File: src/hdl/vglo_pkg.sv
// Package for the voxel gray-level overlay block: widths, register codes,
// pipeline structs and the shared division step. No dependencies.
package vglo_pkg;

    localparam int VAL_W   = 16;
    localparam int SPAN_W  = 16;
    localparam int GRAY_W  = 8;
    localparam int ALPHA_W = 8;
    localparam int OP_W    = 9;
    localparam int IDX_W   = 8;
    localparam int CFG_W   = 16;
    localparam int LABEL_W = 8;

    // Divider stages, two quotient bits each
    localparam int DIV_STAGES = GRAY_W / 2;

    localparam logic [OP_W-1:0]    OP_FULL      = 9'd256;
    localparam logic [ALPHA_W-1:0] ALPHA_LIVER  = 8'd128;
    localparam logic [ALPHA_W-1:0] ALPHA_VESSEL = 8'd154;
    localparam logic [ALPHA_W-1:0] ALPHA_TUMOR  = 8'd179;
    localparam logic [GRAY_W-1:0]  GRAY_MAX     = 8'd255;
    localparam logic [GRAY_W-1:0]  OPAQUE       = 8'd255;

    localparam logic [LABEL_W-1:0] LABEL_LIVER  = 8'd1;
    localparam logic [LABEL_W-1:0] LABEL_VESSEL = 8'd2;
    localparam logic [LABEL_W-1:0] LABEL_TUMOR  = 8'd3;

    // Configuration register indexes
    typedef enum logic [IDX_W-1:0] {
        CFG_RANGE_LOW    = 8'd0,
        CFG_RANGE_HIGH   = 8'd1,
        CFG_MASK_OPACITY = 8'd2,
        CFG_SHOW_MASK    = 8'd3
    } t_cfg_idx;

    // How the gray level of an item is finally picked
    typedef enum logic [1:0] {
        GRAY_ZERO = 2'd0,
        GRAY_FULL = 2'd1,
        GRAY_DIV  = 2'd2
    } t_gray_sel;

    typedef struct packed {
        logic [VAL_W-1:0] range_low;
        logic [VAL_W-1:0] range_high;
        logic [OP_W-1:0]  mask_opacity;
        logic             show_mask;
    } t_cfg;

    typedef struct packed {
        logic [VAL_W-1:0]   voxel_value;
        logic               value_finite;
        logic               in_volume;
        logic [LABEL_W-1:0] mask_label;
        logic               mask_covered;
    } t_pix_in;

    // Item traveling through the divider stages
    typedef struct packed {
        logic                valid;
        t_gray_sel           sel;
        logic [SPAN_W-1:0]   span;
        logic [SPAN_W-1:0]   rem;
        logic [GRAY_W-1:0]   bits;
        logic [GRAY_W-1:0]   quo;
        logic [ALPHA_W-1:0]  alpha;
        logic                col_r;
        logic                col_g;
    } t_div_item;

    typedef struct packed {
        logic              valid;
        logic [GRAY_W-1:0] blue;
        logic [GRAY_W-1:0] green;
        logic [GRAY_W-1:0] red;
    } t_pix_out;

    // One restoring division step: brings in the next dividend bit,
    // subtracts the divisor when it fits and shifts in one quotient bit.
    function automatic t_div_item div_step(input t_div_item it);
        t_div_item          res;
        logic [SPAN_W:0]    rem2;
        logic [SPAN_W:0]    diff;
        logic               ge;
        res  = it;
        rem2 = {it.rem, it.bits[GRAY_W-1]};
        diff = rem2 - {1'b0, it.span};
        ge   = (rem2 >= {1'b0, it.span});
        res.rem  = ge ? diff[SPAN_W-1:0] : rem2[SPAN_W-1:0];
        res.bits = {it.bits[GRAY_W-2:0], 1'b0};
        res.quo  = {it.quo[GRAY_W-2:0], ge};
        return res;
    endfunction

endpackage

File: src/hdl/vglo_if.sv
// Channel interfaces of the voxel gray-level overlay block: pixel input,
// pixel output and configuration write. Depends on vglo_pkg.
interface vglo_pix_in_if;
    logic                        valid;
    logic                        ready;
    logic [vglo_pkg::VAL_W-1:0]  voxel_value;
    logic                        value_finite;
    logic                        in_volume;
    logic [vglo_pkg::LABEL_W-1:0] mask_label;
    logic                        mask_covered;

    modport source (output valid, voxel_value, value_finite, in_volume, mask_label,
                    mask_covered, input ready);
    modport sink (input valid, voxel_value, value_finite, in_volume, mask_label,
                  mask_covered, output ready);
endinterface

interface vglo_pix_out_if;
    logic                         valid;
    logic                         ready;
    logic [vglo_pkg::GRAY_W-1:0]  blue;
    logic [vglo_pkg::GRAY_W-1:0]  green;
    logic [vglo_pkg::GRAY_W-1:0]  red;
    logic [vglo_pkg::GRAY_W-1:0]  opacity_out;

    modport source (output valid, blue, green, red, opacity_out, input ready);
    modport sink (input valid, blue, green, red, opacity_out, output ready);
endinterface

interface vglo_cfg_if;
    logic                        valid;
    logic                        ready;
    logic [vglo_pkg::IDX_W-1:0]  index;
    logic [vglo_pkg::CFG_W-1:0]  data;

    modport source (output valid, index, data, input ready);
    modport sink (input valid, index, data, output ready);
endinterface

File: src/hdl/vglo_prep.sv
// Front stage: window offset, span, numerator d*255, gray class and overlay
// alpha. Depends on vglo_pkg.
module vglo_prep (
    input  logic                i_clk,
    input  logic                i_rst_n,
    input  logic                i_en,
    input  logic                i_valid,
    input  vglo_pkg::t_pix_in   i_pix,
    input  vglo_pkg::t_cfg      i_cfg,
    output vglo_pkg::t_div_item o_item
);

    vglo_pkg::t_div_item r_item;
    vglo_pkg::t_div_item n_item;

    logic                          win_ok;
    logic [vglo_pkg::VAL_W-1:0]    eff_lo;
    logic [vglo_pkg::VAL_W-1:0]    eff_hi;
    logic [vglo_pkg::VAL_W:0]      span17;
    logic [vglo_pkg::VAL_W:0]      d17;
    logic                          below;
    logic                          above;
    logic [23:0]                   num;
    logic                          overlay;
    logic [vglo_pkg::ALPHA_W-1:0]  ac;
    logic                          cr;
    logic                          cg;
    logic [vglo_pkg::OP_W-1:0]     op;
    logic [16:0]                   prod;

    // Window: an empty or inverted one falls back to 0..1
    always_comb begin
        win_ok = $signed(i_cfg.range_high) > $signed(i_cfg.range_low);
        eff_lo = win_ok ? i_cfg.range_low : '0;
        eff_hi = win_ok ? i_cfg.range_high : 16'd1;
        span17 = {eff_hi[vglo_pkg::VAL_W-1], eff_hi} - {eff_lo[vglo_pkg::VAL_W-1], eff_lo};
        d17    = {i_pix.voxel_value[vglo_pkg::VAL_W-1], i_pix.voxel_value}
               - {eff_lo[vglo_pkg::VAL_W-1], eff_lo};
        below  = d17[vglo_pkg::VAL_W] || (d17 == '0);
        above  = !d17[vglo_pkg::VAL_W] && (d17[vglo_pkg::VAL_W-1:0] >= span17[vglo_pkg::VAL_W-1:0]);
        // d*255 as d*256 - d
        num    = {d17[vglo_pkg::VAL_W-1:0], 8'd0} - {8'd0, d17[vglo_pkg::VAL_W-1:0]};
    end

    // Class color and alpha
    always_comb begin
        overlay = i_cfg.show_mask && i_pix.mask_covered && i_pix.in_volume;
        ac      = '0;
        cr      = 1'b0;
        cg      = 1'b0;
        case (i_pix.mask_label)
            vglo_pkg::LABEL_LIVER: begin
                ac = vglo_pkg::ALPHA_LIVER;
                cg = 1'b1;
            end
            vglo_pkg::LABEL_VESSEL: begin
                ac = vglo_pkg::ALPHA_VESSEL;
                cr = 1'b1;
            end
            vglo_pkg::LABEL_TUMOR: begin
                ac = vglo_pkg::ALPHA_TUMOR;
                cr = 1'b1;
                cg = 1'b1;
            end
            default: overlay = 1'b0;
        endcase
        op   = (i_cfg.mask_opacity > vglo_pkg::OP_FULL) ? vglo_pkg::OP_FULL
                                                        : i_cfg.mask_opacity;
        prod = ac * op;
    end

    // Next stage contents
    always_comb begin
        n_item       = '0;
        n_item.valid = i_valid;
        n_item.span  = span17[vglo_pkg::SPAN_W-1:0];
        n_item.rem   = num[23:8];
        n_item.bits  = num[7:0];
        n_item.quo   = '0;
        if (!(i_pix.value_finite && i_pix.in_volume) || below) begin
            n_item.sel = vglo_pkg::GRAY_ZERO;
        end else if (above) begin
            n_item.sel = vglo_pkg::GRAY_FULL;
        end else begin
            n_item.sel = vglo_pkg::GRAY_DIV;
        end
        if (overlay) begin
            n_item.alpha = prod[15:8];
            n_item.col_r = cr;
            n_item.col_g = cg;
        end
    end

    always_ff @(posedge i_clk) begin
        if (!i_rst_n) begin
            r_item.valid <= 1'b0;
        end else if (i_en) begin
            r_item <= n_item;
        end
    end

    assign o_item = r_item;

endmodule

File: src/hdl/vglo_div_stage.sv
// Divider stage: two restoring division steps and a pipeline register.
// Depends on vglo_pkg.
module vglo_div_stage (
    input  logic                i_clk,
    input  logic                i_rst_n,
    input  logic                i_en,
    input  vglo_pkg::t_div_item i_item,
    output vglo_pkg::t_div_item o_item
);

    vglo_pkg::t_div_item r_item;
    vglo_pkg::t_div_item n_item;

    // Two quotient bits per stage
    always_comb begin
        n_item = vglo_pkg::div_step(vglo_pkg::div_step(i_item));
    end

    always_ff @(posedge i_clk) begin
        if (!i_rst_n) begin
            r_item.valid <= 1'b0;
        end else if (i_en) begin
            r_item <= n_item;
        end
    end

    assign o_item = r_item;

endmodule

File: src/hdl/vglo_blend.sv
// Output stage: gray pick, alpha blend toward the class color, output
// register. Depends on vglo_pkg.
module vglo_blend (
    input  logic                i_clk,
    input  logic                i_rst_n,
    input  logic                i_en,
    input  vglo_pkg::t_div_item i_item,
    output vglo_pkg::t_pix_out  o_pix
);

    vglo_pkg::t_pix_out r_out;
    vglo_pkg::t_pix_out n_out;

    logic [vglo_pkg::GRAY_W-1:0] gray;
    logic [vglo_pkg::OP_W-1:0]   inv;
    logic [16:0]                 base;
    logic [15:0]                 add;
    logic [16:0]                 sum_g;
    logic [16:0]                 sum_r;

    // gray*(256-a) + 255*a per colored channel; alpha is 0 without overlay
    always_comb begin
        case (i_item.sel)
            vglo_pkg::GRAY_DIV:  gray = i_item.quo;
            vglo_pkg::GRAY_FULL: gray = vglo_pkg::GRAY_MAX;
            default:             gray = '0;
        endcase
        inv   = vglo_pkg::OP_FULL - {1'b0, i_item.alpha};
        base  = gray * inv;
        add   = {i_item.alpha, 8'd0} - {8'd0, i_item.alpha};
        sum_g = base + (i_item.col_g ? {1'b0, add} : 17'd0);
        sum_r = base + (i_item.col_r ? {1'b0, add} : 17'd0);
        n_out.valid = i_item.valid;
        n_out.blue  = base[15:8];
        n_out.green = sum_g[15:8];
        n_out.red   = sum_r[15:8];
    end

    always_ff @(posedge i_clk) begin
        if (!i_rst_n) begin
            r_out.valid <= 1'b0;
        end else if (i_en) begin
            r_out <= n_out;
        end
    end

    assign o_pix = r_out;

endmodule

File: src/hdl/voxel_gray_label_overlay_top.sv
// Top level of the voxel gray-level overlay block: config registers and the
// six-stage pipeline. Depends on vglo_pkg, vglo_if, vglo_prep, vglo_div_stage, vglo_blend.

// Maps each signed voxel sample through the window [range_low, range_high]
// to gray 0..255 and blends labeled voxels toward green, red or yellow. The
// block takes one voxel per clock unless the output is stalled and returns
// one BGRA pixel per voxel after a front stage, four divider stages that each
// resolve two quotient bits of (v-low)*255/(high-low), and the blend stage
// with the output register. The whole pipeline holds while a result waits
// to be taken, so i_pix.ready follows o_pix.ready whenever o_pix.valid is
// high. Configuration writes are always taken and apply to voxels that
// transfer in after them.
module voxel_gray_label_overlay_top (
    input  logic                  i_clk,
    input  logic                  i_rst_n,
    vglo_pix_in_if.sink           i_pix,
    vglo_pix_out_if.source        o_pix,
    vglo_cfg_if.sink              i_cfg
);

    vglo_pkg::t_cfg      r_cfg;
    vglo_pkg::t_pix_in   pix_in;
    vglo_pkg::t_div_item stage [vglo_pkg::DIV_STAGES+1];
    vglo_pkg::t_pix_out  pix_out;
    logic                en;

    // Config register writes
    assign i_cfg.ready = 1'b1;

    always_ff @(posedge i_clk) begin
        if (!i_rst_n) begin
            r_cfg.range_low    <= '0;
            r_cfg.range_high   <= 16'd1;
            r_cfg.mask_opacity <= 9'd128;
            r_cfg.show_mask    <= 1'b1;
        end else if (i_cfg.valid) begin
            case (vglo_pkg::t_cfg_idx'(i_cfg.index))
                vglo_pkg::CFG_RANGE_LOW:    r_cfg.range_low    <= i_cfg.data;
                vglo_pkg::CFG_RANGE_HIGH:   r_cfg.range_high   <= i_cfg.data;
                vglo_pkg::CFG_MASK_OPACITY: r_cfg.mask_opacity <= i_cfg.data[vglo_pkg::OP_W-1:0];
                vglo_pkg::CFG_SHOW_MASK:    r_cfg.show_mask    <= i_cfg.data[0];
                default: ;
            endcase
        end
    end

    // Pipeline advances unless a finished pixel is held at the output
    assign en          = !(pix_out.valid && !o_pix.ready);
    assign i_pix.ready = en;

    always_comb begin
        pix_in.voxel_value  = i_pix.voxel_value;
        pix_in.value_finite = i_pix.value_finite;
        pix_in.in_volume    = i_pix.in_volume;
        pix_in.mask_label   = i_pix.mask_label;
        pix_in.mask_covered = i_pix.mask_covered;
    end

    vglo_prep u_prep (
        .i_clk   (i_clk),
        .i_rst_n (i_rst_n),
        .i_en    (en),
        .i_valid (i_pix.valid),
        .i_pix   (pix_in),
        .i_cfg   (r_cfg),
        .o_item  (stage[0])
    );

    for (genvar g = 0; g < vglo_pkg::DIV_STAGES; g++) begin : g_div
        vglo_div_stage u_div (
            .i_clk   (i_clk),
            .i_rst_n (i_rst_n),
            .i_en    (en),
            .i_item  (stage[g]),
            .o_item  (stage[g+1])
        );
    end

    vglo_blend u_blend (
        .i_clk   (i_clk),
        .i_rst_n (i_rst_n),
        .i_en    (en),
        .i_item  (stage[vglo_pkg::DIV_STAGES]),
        .o_pix   (pix_out)
    );

    assign o_pix.valid       = pix_out.valid;
    assign o_pix.blue        = pix_out.blue;
    assign o_pix.green       = pix_out.green;
    assign o_pix.red         = pix_out.red;
    assign o_pix.opacity_out = vglo_pkg::OPAQUE;

    // A held output pixel stops the input side
    a_stall_blocks_input: assert property (@(posedge i_clk) disable iff (!i_rst_n)
        (o_pix.valid && !o_pix.ready) |-> !i_pix.ready)
        else $error("input ready while output is stalled");

    // An empty output register never blocks the input
    a_free_takes_input: assert property (@(posedge i_clk) disable iff (!i_rst_n)
        !o_pix.valid |-> i_pix.ready)
        else $error("input not ready with empty output register");

    // Blue is never tinted, so it cannot exceed green or red
    a_blue_lowest: assert property (@(posedge i_clk) disable iff (!i_rst_n)
        o_pix.valid |-> (o_pix.blue <= o_pix.green) && (o_pix.blue <= o_pix.red))
        else $error("blue channel above a tinted channel");

endmodule

File: src/flat_wrapper.sv
// flat-port wrapper written by rule: the top's interface ports become plain ports
module voxel_gray_label_overlay_top_flat 
  (i_clk, i_rst_n, i_pix_valid, i_pix_voxel_value, i_pix_value_finite, i_pix_in_volume, i_pix_mask_label, i_pix_mask_covered, i_pix_ready, o_pix_valid, o_pix_blue, o_pix_green, o_pix_red, o_pix_opacity_out, o_pix_ready, i_cfg_valid, i_cfg_index, i_cfg_data, i_cfg_ready);
  vglo_pix_in_if i_pix_i ();
  vglo_pix_out_if o_pix_i ();
  vglo_cfg_if i_cfg_i ();
  input  logic i_clk;
  input  logic i_rst_n;
  input wire logic [$bits(i_pix_i.valid)-1:0] i_pix_valid;
  input wire logic [$bits(i_pix_i.voxel_value)-1:0] i_pix_voxel_value;
  input wire logic [$bits(i_pix_i.value_finite)-1:0] i_pix_value_finite;
  input wire logic [$bits(i_pix_i.in_volume)-1:0] i_pix_in_volume;
  input wire logic [$bits(i_pix_i.mask_label)-1:0] i_pix_mask_label;
  input wire logic [$bits(i_pix_i.mask_covered)-1:0] i_pix_mask_covered;
  output wire logic [$bits(i_pix_i.ready)-1:0] i_pix_ready;
  output wire logic [$bits(o_pix_i.valid)-1:0] o_pix_valid;
  output wire logic [$bits(o_pix_i.blue)-1:0] o_pix_blue;
  output wire logic [$bits(o_pix_i.green)-1:0] o_pix_green;
  output wire logic [$bits(o_pix_i.red)-1:0] o_pix_red;
  output wire logic [$bits(o_pix_i.opacity_out)-1:0] o_pix_opacity_out;
  input wire logic [$bits(o_pix_i.ready)-1:0] o_pix_ready;
  input wire logic [$bits(i_cfg_i.valid)-1:0] i_cfg_valid;
  input wire logic [$bits(i_cfg_i.index)-1:0] i_cfg_index;
  input wire logic [$bits(i_cfg_i.data)-1:0] i_cfg_data;
  output wire logic [$bits(i_cfg_i.ready)-1:0] i_cfg_ready;
  assign i_pix_i.valid = i_pix_valid;
  assign i_pix_i.voxel_value = i_pix_voxel_value;
  assign i_pix_i.value_finite = i_pix_value_finite;
  assign i_pix_i.in_volume = i_pix_in_volume;
  assign i_pix_i.mask_label = i_pix_mask_label;
  assign i_pix_i.mask_covered = i_pix_mask_covered;
  assign i_pix_ready = i_pix_i.ready;
  assign o_pix_valid = o_pix_i.valid;
  assign o_pix_blue = o_pix_i.blue;
  assign o_pix_green = o_pix_i.green;
  assign o_pix_red = o_pix_i.red;
  assign o_pix_opacity_out = o_pix_i.opacity_out;
  assign o_pix_i.ready = o_pix_ready;
  assign i_cfg_i.valid = i_cfg_valid;
  assign i_cfg_i.index = i_cfg_index;
  assign i_cfg_i.data = i_cfg_data;
  assign i_cfg_ready = i_cfg_i.ready;
  voxel_gray_label_overlay_top u_core (.i_clk(i_clk), .i_rst_n(i_rst_n), .i_pix(i_pix_i), .o_pix(o_pix_i), .i_cfg(i_cfg_i));
endmodule
File: config.mk
export PLATFORM = sky130hd
export DESIGN_NAME = voxel_gray_label_overlay_top_flat
export DESIGN_NICKNAME = d
export VERILOG_FILES = /design/src/hdl/vglo_pkg.sv /design/src/hdl/vglo_if.sv /design/src/hdl/vglo_prep.sv /design/src/hdl/vglo_div_stage.sv /design/src/hdl/vglo_blend.sv /design/src/hdl/voxel_gray_label_overlay_top.sv /design/src/flat_wrapper.sv
export SDC_FILE = /design/constraint.sdc
export NUM_CORES = 1
export LEC_CHECK = 0
export BUFFER_PORTS_ARGS = -buffer_cell sky130_fd_sc_hd__buf_2
export CORE_MARGIN = 5
export CORE_UTILIZATION = 30
export CTS_CLUSTER_DIAMETER = 100
export CTS_CLUSTER_SIZE = 30
export DETAILED_ROUTE_END_ITERATION = 10
export GPL_ROUTABILITY_DRIVEN = 1
export GPL_TIMING_DRIVEN = 0
export HOLD_SLACK_MARGIN = 0.15
export MAX_ROUTING_LAYER = met4
export PLACE_DENSITY_LB_ADDON = 0.1
export SYNTH_ARGS = -nofsm -noshare
export SYNTH_HDL_FRONTEND = slang
export SYNTH_HIERARCHICAL = 1
export SYNTH_SLANG_ARGS = --single-unit
File: constraint.sdc
create_clock -name i_clk -period 7.1 [get_ports i_clk]
set_input_delay 1.42 -clock i_clk [delete_from_list [all_inputs] [get_ports i_clk]]
set_output_delay 1.42 -clock i_clk [all_outputs]
set_load 0.005 [all_outputs]
Word-level counts from Yosys, hierarchy flattened
Cells that the tools add are included.
Storage, ports and cells
  register bits after elaboration: 300
  bits in latches: 0
  memory bits (writable): 0
  bits in read-only memories: 0
  bits of input ports: 56
  output and inout port bits: 35
  word-level logic and storage cells: 124
  memories: 0
Operators by class
  add/sub/neg operators: 14
  multipliers: 2
  div/mod/pow operators: 0
  order comparisons: 11
  equality and inequality tests: 8
  shift-type cells: 0
  multiplexer cells: 18
  bitwise logic cells: 1
  reduce and logical (&&, ||, !) cells: 21
Operators by type and width (count)
  $mux W16: 11
  $ge A17 B16 Y1: 8
  $sub A16 B16 Y16: 8
  $add A16 B16 Y16: 2
  $eq A8 B2 Y1 const B: 4
  $mul A8 B9 Y16: 2
  $pmux W8 S3: 1
  $sub A24 B16 Y24: 1
  $logic_not A17 Y1: 1
  $sub A16 B16 Y17: 1
  $eq A8 B1 Y1 const B: 2
  $ge A16 B16 Y1: 1
  $gt A16 B16 Y1: 1
  $pmux W8 S2: 1
  $sub A16 B8 Y16: 1
  $reduce_and A2 Y1: 5
  $gt A9 B9 Y1 const B: 1
  $mux W9: 1
  $sub A9 B8 Y9 const A: 1
  $logic_not A8 Y1: 1
  $logic_and A1 B1 Y1: 5
  $logic_not A1 Y1: 4
  $reduce_or A2 Y1: 2
  $mux W1: 3
  other kinds (6): 7

Logic depth before layout (Yosys ltp)
Gate-level depths: netlist of run 1.
  word-level depth: 6
  mapped depth: 28
  gate-level depth less buffers: 26

Modules after synthesis
Netlist of run 1, hierarchy kept.
Modules (own cells, without submodules)
  vglo_div_stage at u_core.g_div[2].u_div ...: times used 2, cells an instance 336, area an instance 3898.7 um2, seq. area each 1761.7 um2
  vglo_prep: times used 1, cells an instance 766, area an instance 6911.6 um2, seq. area each 1581.5 um2
  vglo_blend: times used 1, cells an instance 528, area an instance 4501.8 um2, seq. area each 740.7 um2
  vglo_div_stage at u_core.g_div[1].u_div: times used 1, cells an instance 348, area an instance 4022.6 um2, seq. area each 1761.7 um2
  vglo_div_stage at u_core.g_div[0].u_div: times used 1, cells an instance 317, area an instance 3786.1 um2, seq. area each 1761.7 um2
  voxel_gray_label_overlay_top: times used 1, cells an instance 173, area an instance 1744.2 um2, seq. area each 840.8 um2

Least setup slack after synthesis of run 1
OpenSTA, ideal clock, no wires.
  path kind: reg2reg
  from: register u_core.g_div[3].u_div.r_item (netlist bit u_core/g_div[3].u_div/o_item[5])
  to: register u_core.u_blend.r_out (netlist bit u_core/u_blend/o_pix[6]) (data pin)
  library setup time: 0.258 ns
  arrival time: 6.716 ns
  required time: 6.842 ns
  setup slack: 0.126 ns
  cell stages (with the launch flop): 24
  path buffers: 0
  clock period less this slack: 6.974 ns
  cells stage by stage: edfxtp_1 > or4_4 > o21ai_0 > nand2_1 > or2_2 > fa_1 > fa_1 > inv_1 > fa_1 > inv_1 > fa_1 > inv_1 > ha_1 > o21ai_0 > o21ai_0 > a21o_1 > a21oi_1 > xnor2_1 > ha_1 > and3_1 > a221oi_1 > o21ai_0 > a31oi_1 > xnor2_1
Between the ends
  word-level cells in the longest chain between the ends: 3
  elaborated cells on any way between the ends: 5
  classes of those cells: add/sub (3); mul (1); mux (1)
Ends and longest elaborated chain
  start, declared: RTL line vglo_div_stage.sv:11  | vglo_pkg::t_div_item r_item;
  start signal, assigned: RTL line vglo_div_stage.sv:23  | r_item <= n_item;
  $sub A9 B8 Y9: RTL line vglo_blend.sv:28  | inv = vglo_pkg::OP_FULL - {1'b0, i_item.alpha};
  $mul A8 B9 Y16: RTL line vglo_blend.sv:29  | base = gray * inv;
  via u_core.u_blend.base[11]: RTL line vglo_blend.sv:16  | logic [16:0] base;
  $add A16 B16 Y16: RTL line vglo_blend.sv:32  | sum_r = base + (i_item.col_r ? {1'b0, add} : 17'd0);
  via u_core.u_blend.sum_r[14]: RTL line vglo_blend.sv:19  | logic [16:0] sum_r;
  end signal, assigned: RTL line vglo_blend.sv:43  | r_out <= n_out;
  end, declared: RTL line vglo_blend.sv:11  | vglo_pkg::t_pix_out r_out;
The timed path passes the listed nets, and every way through them passes these cells.
A chain may end at the register's enable or synchronous reset.

Worst setup path after layout of run 1
  from: register u_core.g_div[3].u_div.r_item (netlist bit u_core/g_div[3].u_div/o_item[2])
  to: register u_core.u_blend.r_out (netlist bit u_core/u_blend/o_pix[7]) (data pin)
Same word-level chain as after synthesis.

==> results.py, run 1 <==
metrics = {
    "grt": {
        "grt-ovfl-total": 0,
        "grt_pass1_vias": 19746,
        "grt_antenna_before_repair": 1,
        "grt_usage_pct": 14.3,
        "grt_pass1_wl_um": 108000,
        "grt_max_degree": 43,
    },
    "hold_path": {
        "hp-class": "register to register",
        "hold_depth": 0,
    },
    "critical_path": {
        "critPathMaxStageDelay_ns": 0.56,
        "crit_family": "adder cells",
        "cp.required_ns": 7.41,
        "cpMostUsedCell": "fa_1",
        "cp_num_buf_inv": 3,
        "cp-start-kind": "register",
        "cp.depth": 23,
        "path_cells": "buf_6 -> or4_4 -> o31a_2 -> or2_4 -> nor2_1 -> fa_1 -> fa_1 -> fa_1 -> inv_1 -> fa_1 -> inv_1 -> ha_1 -> o21a_1 -> a21o_1 -> a21oi_2 -> xnor2_2 -> ha_4 -> and3_1 -> a221oi_2 -> o21a_1 -> o21ai_0 -> nor3_2 -> xor2_1",
        "cp_max_fo": 8,
        "cp.arrival_ns": 7.14,
        "crit_path_end_kind": "register",
        "critPathKind": "register to register",
        "rr_worst_depth": 23,
        "worst_path_max_delay_cell": "fa_1",
    },
    "clocking": {
        "cts_sinks": 300,
        "cts_buffers": 19,
        "cts_buffer_depth": 3,
        "h-tree-depth": 1,
        "clk_latency_ns": 0.56,
        "cts_tree": "done",
        "clk_pin_slew_ns": 0.11,
        "cts-root-buf": "clkbuf_16",
    },
    "layout": {
        "fin_util_pct": 33.9,
        "drive_above_1_share_pct": 13.8,
        "area_delta_synth_final_pct": 11.9,
        "layout_commonest_cell": "ha_1",
        "stdcell_count": 3948,
        "final_cell_mix": "298 x ha_1, 295 x inv_1, 252 x edfxtp_1, 202 x nor2_1, 162 x nand2_1",
        "nets": 3215,
        "n_antenna_cell": 0,
        "fin_area_um2": 29500,
        "fill_cells": 8879,
    },
    "route": {
        "dr.first_iter.drc_count": 936,
        "ant_nets": 0,
        "drt_wl_total_um": 66700,
        "via_count": 19465,
        "wl_per_cell_um": 16.9,
        "dr.pass1.iters": 7,
        "drc_errors": 0,
        "via_per_inst": 4.93,
    },
    "place": {
        "place_ws_ns": -1.47,
        "place_area_um2": 28300,
        "portBuffers": 81,
        "place_congestion": 0.838,
        "dp_hpwl_um": 54900,
        "place_inst": 3897,
    },
    "sta": {
        "clock.fmax_mhz": 146,
        "worstMarginPinSlew_ns": 1.13,
        "hold_ws_ns": 0.417,
        "fin_skew_ns": 0.0325,
        "slew_violations": 0,
        "hold_violations": 0,
        "setup_ws_ns": 0.273,
        "setup_tns_ns": 0,
        "min_period_ns": 6.83,
        "finalSetupViolCount": 0,
        "relSlewSlack_pct": 22.9,
        "fin_crit_sh_pct": 96.2,
    },
    "logic_synthesis": {
        "synth_cells": 2649,
        "ys_warn_count": 6,
        "syn_area_um2": 26300,
        "synth.avg_cell_area_um2": 9.94,
    },
    "floorplanning": {
        "dieArea_um2": 93800,
        "io_pins": 91,
        "die_height_um": 306,
        "initial_core_util_pct": 30.3,
        "rows": 108,
        "die_w_um": 306,
        "core_region_area_um2": 86900,
    },
    "power": {
        "share_comb_of_total_power_pct": 64.9,
        "clkPwrFrac_pct": 11.3,
        "power_mw": 11.0,
        "seq_power_share_pct": 23.7,
        "p_per_area_nw_per_um2": 374,
        "power.switching_mw": 4.59,
        "switching_share_pct": 41.7,
        "power_leakage_nw": 12.7,
        "peakVddDrop_uv": 191,
        "p_int_mw": 6.43,
    },
    "outcome": {
        "status": "complete, no violations",
    },
    "flow_run": {
        "maxCapViolations": 0,
    },
}
==> power groups by stage <==
stage	Sequential, mW	Combinational, mW	Clock (mW)
finish	2.62	7.16	1.25
global route	2.65	7.93	1.36
CTS	2.62	7.16	1.31
detailed placement	2.66	7.08	0
global placement	2.66	6.98	0
floorplan	2.60	5.59	0
==> cell type report <==
| class | count | area (um^2) | share of cell area (%) |
|---|---|---|---|
| clock buffer | 20 | 479 | 1.63 |
| inverter | 301 | 1140 | 3.88 |
| buffer | 65 | 464 | 1.57 |
| tap | 1155 | 1450 | 4.90 |
| sequential | 300 | 8530 | 28.9 |
| timing repair buffer | 108 | 662 | 2.25 |
| clock inverter | 13 | 204 | 0.692 |
| multi-input combinational | 1986 | 16500 | 56.1 |
==> registers in the layout, indices dropped and copies added (netlist names) <==
signal / cells
u_core/g_div.u_div/o_item: 180
u_core/u_prep/o_item: 53
u_core/r_cfg: 42
u_core/u_blend/o_pix: 25
==> metal layers <==
layer  GRT usage [%]  share of wire [%]
met3            1.17                2.2
met5               -                  0
met1            18.5                 46
met2            24.9                 49
met4            2.94                2.3
==> final timing paths <==
check	start	end	slack (ns)
hold reg to reg	u_core/u_prep/o_item[19]	u_core/g_div[0].u_div/o_item[21]	0.42
hold / removal	u_core/u_prep/o_item[19]	u_core/g_div[0].u_div/o_item[21]	0.42
setup reg to reg	u_core/g_div[3].u_div/o_item[2]	u_core/u_blend/o_pix[7]	0.27
setup / recovery	u_core/g_div[3].u_div/o_item[2]	u_core/u_blend/o_pix[7]	0.27
==> timing repair <==
action | CTS | global route
gates resized for setup | 34 | 37
pin swaps | 4 | 9
buffers inserted | 9 | 14
gates cloned | 0 | 0
endpoints found under the hold margin | 0 | 0
endpoints found under the setup margin | 28 | 24
hold buffers | 0 | 0
Power figures use the tool's default switching activity.
==> run 2: changes to the inputs <==
--- a/config.mk
+++ b/config.mk
@@ -5,6 +5,7 @@
 export SDC_FILE = /design/constraint.sdc
 export NUM_CORES = 1
 export LEC_CHECK = 0
+export ABC_AREA = 1
 export BUFFER_PORTS_ARGS = -buffer_cell sky130_fd_sc_hd__buf_2
 export CORE_MARGIN = 5
 export CORE_UTILIZATION = 30
==> run 2 against run 1 <==
First-iteration DRC count grew 31%. Non-clock buffer count shrank 22. Critical endpoint is now u_core/u_blend/o_pix[15]. Fmax grew 1.2%. Critical path depth grew 8. Via count grew 23%. Die area grew 9.5%. Largest power group unchanged.
==> results.py, run 2 <==
metrics = {
    "logic_synthesis": {
        "synth_cells": 3862,
        "syn_area_um2": 28900,
        "synth.avg_cell_area_um2": 7.49,
        "ys_warn_count": 6,
    },
    "sta": {
        "fin_crit_sh_pct": 95.1,
        "clock.fmax_mhz": 148,
        "setup_tns_ns": 0,
        "hold_ws_ns": 0.429,
        "worstMarginPinSlew_ns": 0.933,
        "finalSetupViolCount": 0,
        "hold_violations": 0,
        "relSlewSlack_pct": 37.7,
        "min_period_ns": 6.75,
        "fin_skew_ns": 0.0288,
        "slew_violations": 0,
    },
    "place": {
        "portBuffers": 81,
        "place_area_um2": 31000,
        "dp_hpwl_um": 70600,
        "place_congestion": 0.859,
    },
    "hold_path": {
        "hp-class": "register to register",
        "holdCritStartpoint": "u_core/g_div[0].u_div/o_item[21]",
        "min_to": "u_core/g_div[1].u_div/o_item[23]",
        "hold_depth": 0,
    },
    "floorplanning": {
        "dieArea_um2": 103000,
        "io_pins": 91,
        "rows": 113,
        "die_height_um": 320,
        "die_w_um": 320,
        "initial_core_util_pct": 30.3,
        "core_region_area_um2": 95300,
    },
    "critical_path": {
        "cp.arrival_ns": 7.08,
        "critPathKind": "register to register",
        "cp-start-kind": "register",
        "crit_path_end_kind": "register",
        "rr_worst_depth": 31,
        "cp.required_ns": 7.43,
        "critPathMaxStageDelay_ns": 0.53,
        "r2r_end": "u_core/u_blend/o_pix[15]",
        "worstReg2RegStart": "u_core/g_div[3].u_div/o_item[2]",
        "worst_path_max_delay_cell": "fa_1",
        "cp_max_fo": 9,
        "rrSetupSlack_ns": 0.35,
    },
    "power": {
        "power.switching_mw": 5.52,
        "clkPwrFrac_pct": 12.3,
        "power_mw": 11.2,
        "power_leakage_nw": 15.8,
        "peakVddDrop_uv": 201,
        "share_comb_of_total_power_pct": 64.2,
        "p_int_mw": 5.67,
        "seq_power_share_pct": 23.5,
        "p_per_area_nw_per_um2": 350,
        "switching_share_pct": 49.3,
    },
    "grt": {
        "grt-ovfl-total": 0,
        "grt_pass1_wl_um": 131000,
        "grt_max_degree": 44,
        "grt_usage_pct": 16.2,
        "grt_pass1_vias": 23657,
        "grt_antenna_before_repair": 0,
    },
    "clocking": {
        "clk_latency_ns": 0.58,
        "clk_pin_slew_ns": 0.11,
        "cts_buffer_depth": 3,
        "cts_sinks": 300,
        "cts_buffers": 20,
        "cts-root-buf": "clkbuf_16",
        "cts_tree": "done",
        "h-tree-depth": 1,
    },
    "route": {
        "wl_per_cell_um": 15.7,
        "met3_length_um": 2020,
        "dr.pass1.iters": 5,
        "via_per_inst": 4.55,
        "ant_nets": 0,
        "wl_met1_um": 40200,
        "drc_errors": 0,
        "wl_met2_um": 38700,
        "dr.first_iter.drc_count": 1229,
        "highest-signal-layer": "met4",
        "drt_wl_total_um": 82600,
        "via_count": 23919,
    },
    "layout": {
        "nets": 4417,
        "drive_above_1_share_pct": 11.6,
        "register_area_um2": 8530,
        "final_cell_mix": "1,023 x nand2_1, 618 x inv_1, 357 x nor2_1, 302 x ha_1, 292 x nand3_1",
        "multi_input_area_um2": 17600,
        "largest_register_ffs": 180,
        "layout_commonest_cell": "nand2_1",
        "area_delta_synth_final_pct": 10.6,
        "fin_util_pct": 33.6,
        "fill_cells": 10391,
        "fin_area_um2": 32000,
        "n_antenna_cell": 0,
    },
    "outcome": {
        "status": "complete, no violations",
    },
    "flow_run": {
        "maxCapViolations": 0,
    },
}
run 2: cell types whose count changed in the layout (fill, tap and decap cells not counted), moves of 40 or more:
cell / previous run / this run
a21oi_1: 120 / 213
and2_1: 51 / 11
inv_1: 295 / 618
mux2_2: 60 / 0
mux2i_1: 71 / 0
nand2_1: 162 / 1023
nand2_2: 0 / 85
nand3_1: 40 / 292
nand3_2: 3 / 43
nor2_1: 202 / 357
nor2b_1: 45 / 0
xnor2_1: 99 / 32
run 2: stage by stage:
stage,setup WS (ns),instances
final,0.351,5262
after global routing,-0.0248,5262
after CTS,0.0135,5258
after detailed placement,-0.719,5220
after global placement,-0.760,5216
after floorplan,0.842,3870
run 2: worst max path at each step:
stage,slack [ns],endpoint,start,cells after the start
2_1_floorplan,0.84,u_core/u_blend/o_pix[13],u_core/g_div[3].u_div/o_item[2],28
3_3_place_gp,-0.76,u_core/u_blend/o_pix[7],u_core/g_div[3].u_div/o_item[2],28
3_5_place_dp,-0.72,u_core/u_blend/o_pix[15],u_core/g_div[3].u_div/o_item[2],30
4_1_cts,0.01,u_core/u_blend/o_pix[13],u_core/g_div[3].u_div/o_item[2],28
5_1_grt,-0.02,u_core/u_blend/o_pix[15],u_core/g_div[3].u_div/o_item[2],31
6_report,0.35,u_core/u_blend/o_pix[15],u_core/g_div[3].u_div/o_item[2],31
run 2: timing repair:
action | CTS | global route
setup buffers | 2 | 4
pin swaps | 1 | 2
endpoints found under the setup margin | 14 | 10
hold buffers | 0 | 0
resized for setup | 8 | 19
run 2: worst max-delay path: cells and delay by family, from the launching register on:
kind / cells / cell delay (ns)
flip-flops: 1 / 0.36
AND/OR/NAND/NOR: 9 / 1.09
buffers and inverters: 7 / 0.74
XOR/XNOR: 2 / 0.42
AO/OA/AOI/OAI: 6 / 0.88
adder cells (fa/ha/maj): 7 / 3.01
run 2: layer usage:
| metal | track usage (%) | vias up |
|---|---|---|
| met4 | 3.42 | 0 |
| met3 | 1.22 | 68 |
| met1 | 22.1 | 10921 |
| met5 | - | - |
| li1 | - | 12675 |
| met2 | 26.8 | 255 |
run 2: power by group through the flow:
stage                     registers [mW]  clock network [mW]  logic, mW
after floorplan                     2.60                   0       5.42
after global placement              2.68                   0       7.17
after detailed placement            2.68                   0       7.15
after CTS                           2.63                1.45       7.19
after global routing                2.66                1.51       8.17
final                               2.63                1.38       7.19
run 2: final cells by class:
type | count | area share, %
clock buffer | 22 | 1.66
sequential | 300 | 26.7
timing repair buffer | 91 | 1.66
clock inverter | 14 | 0.794
buffer | 60 | 1.51
inverter | 656 | 7.75
multi-input combinational | 2854 | 55.0
tap | 1265 | 4.95
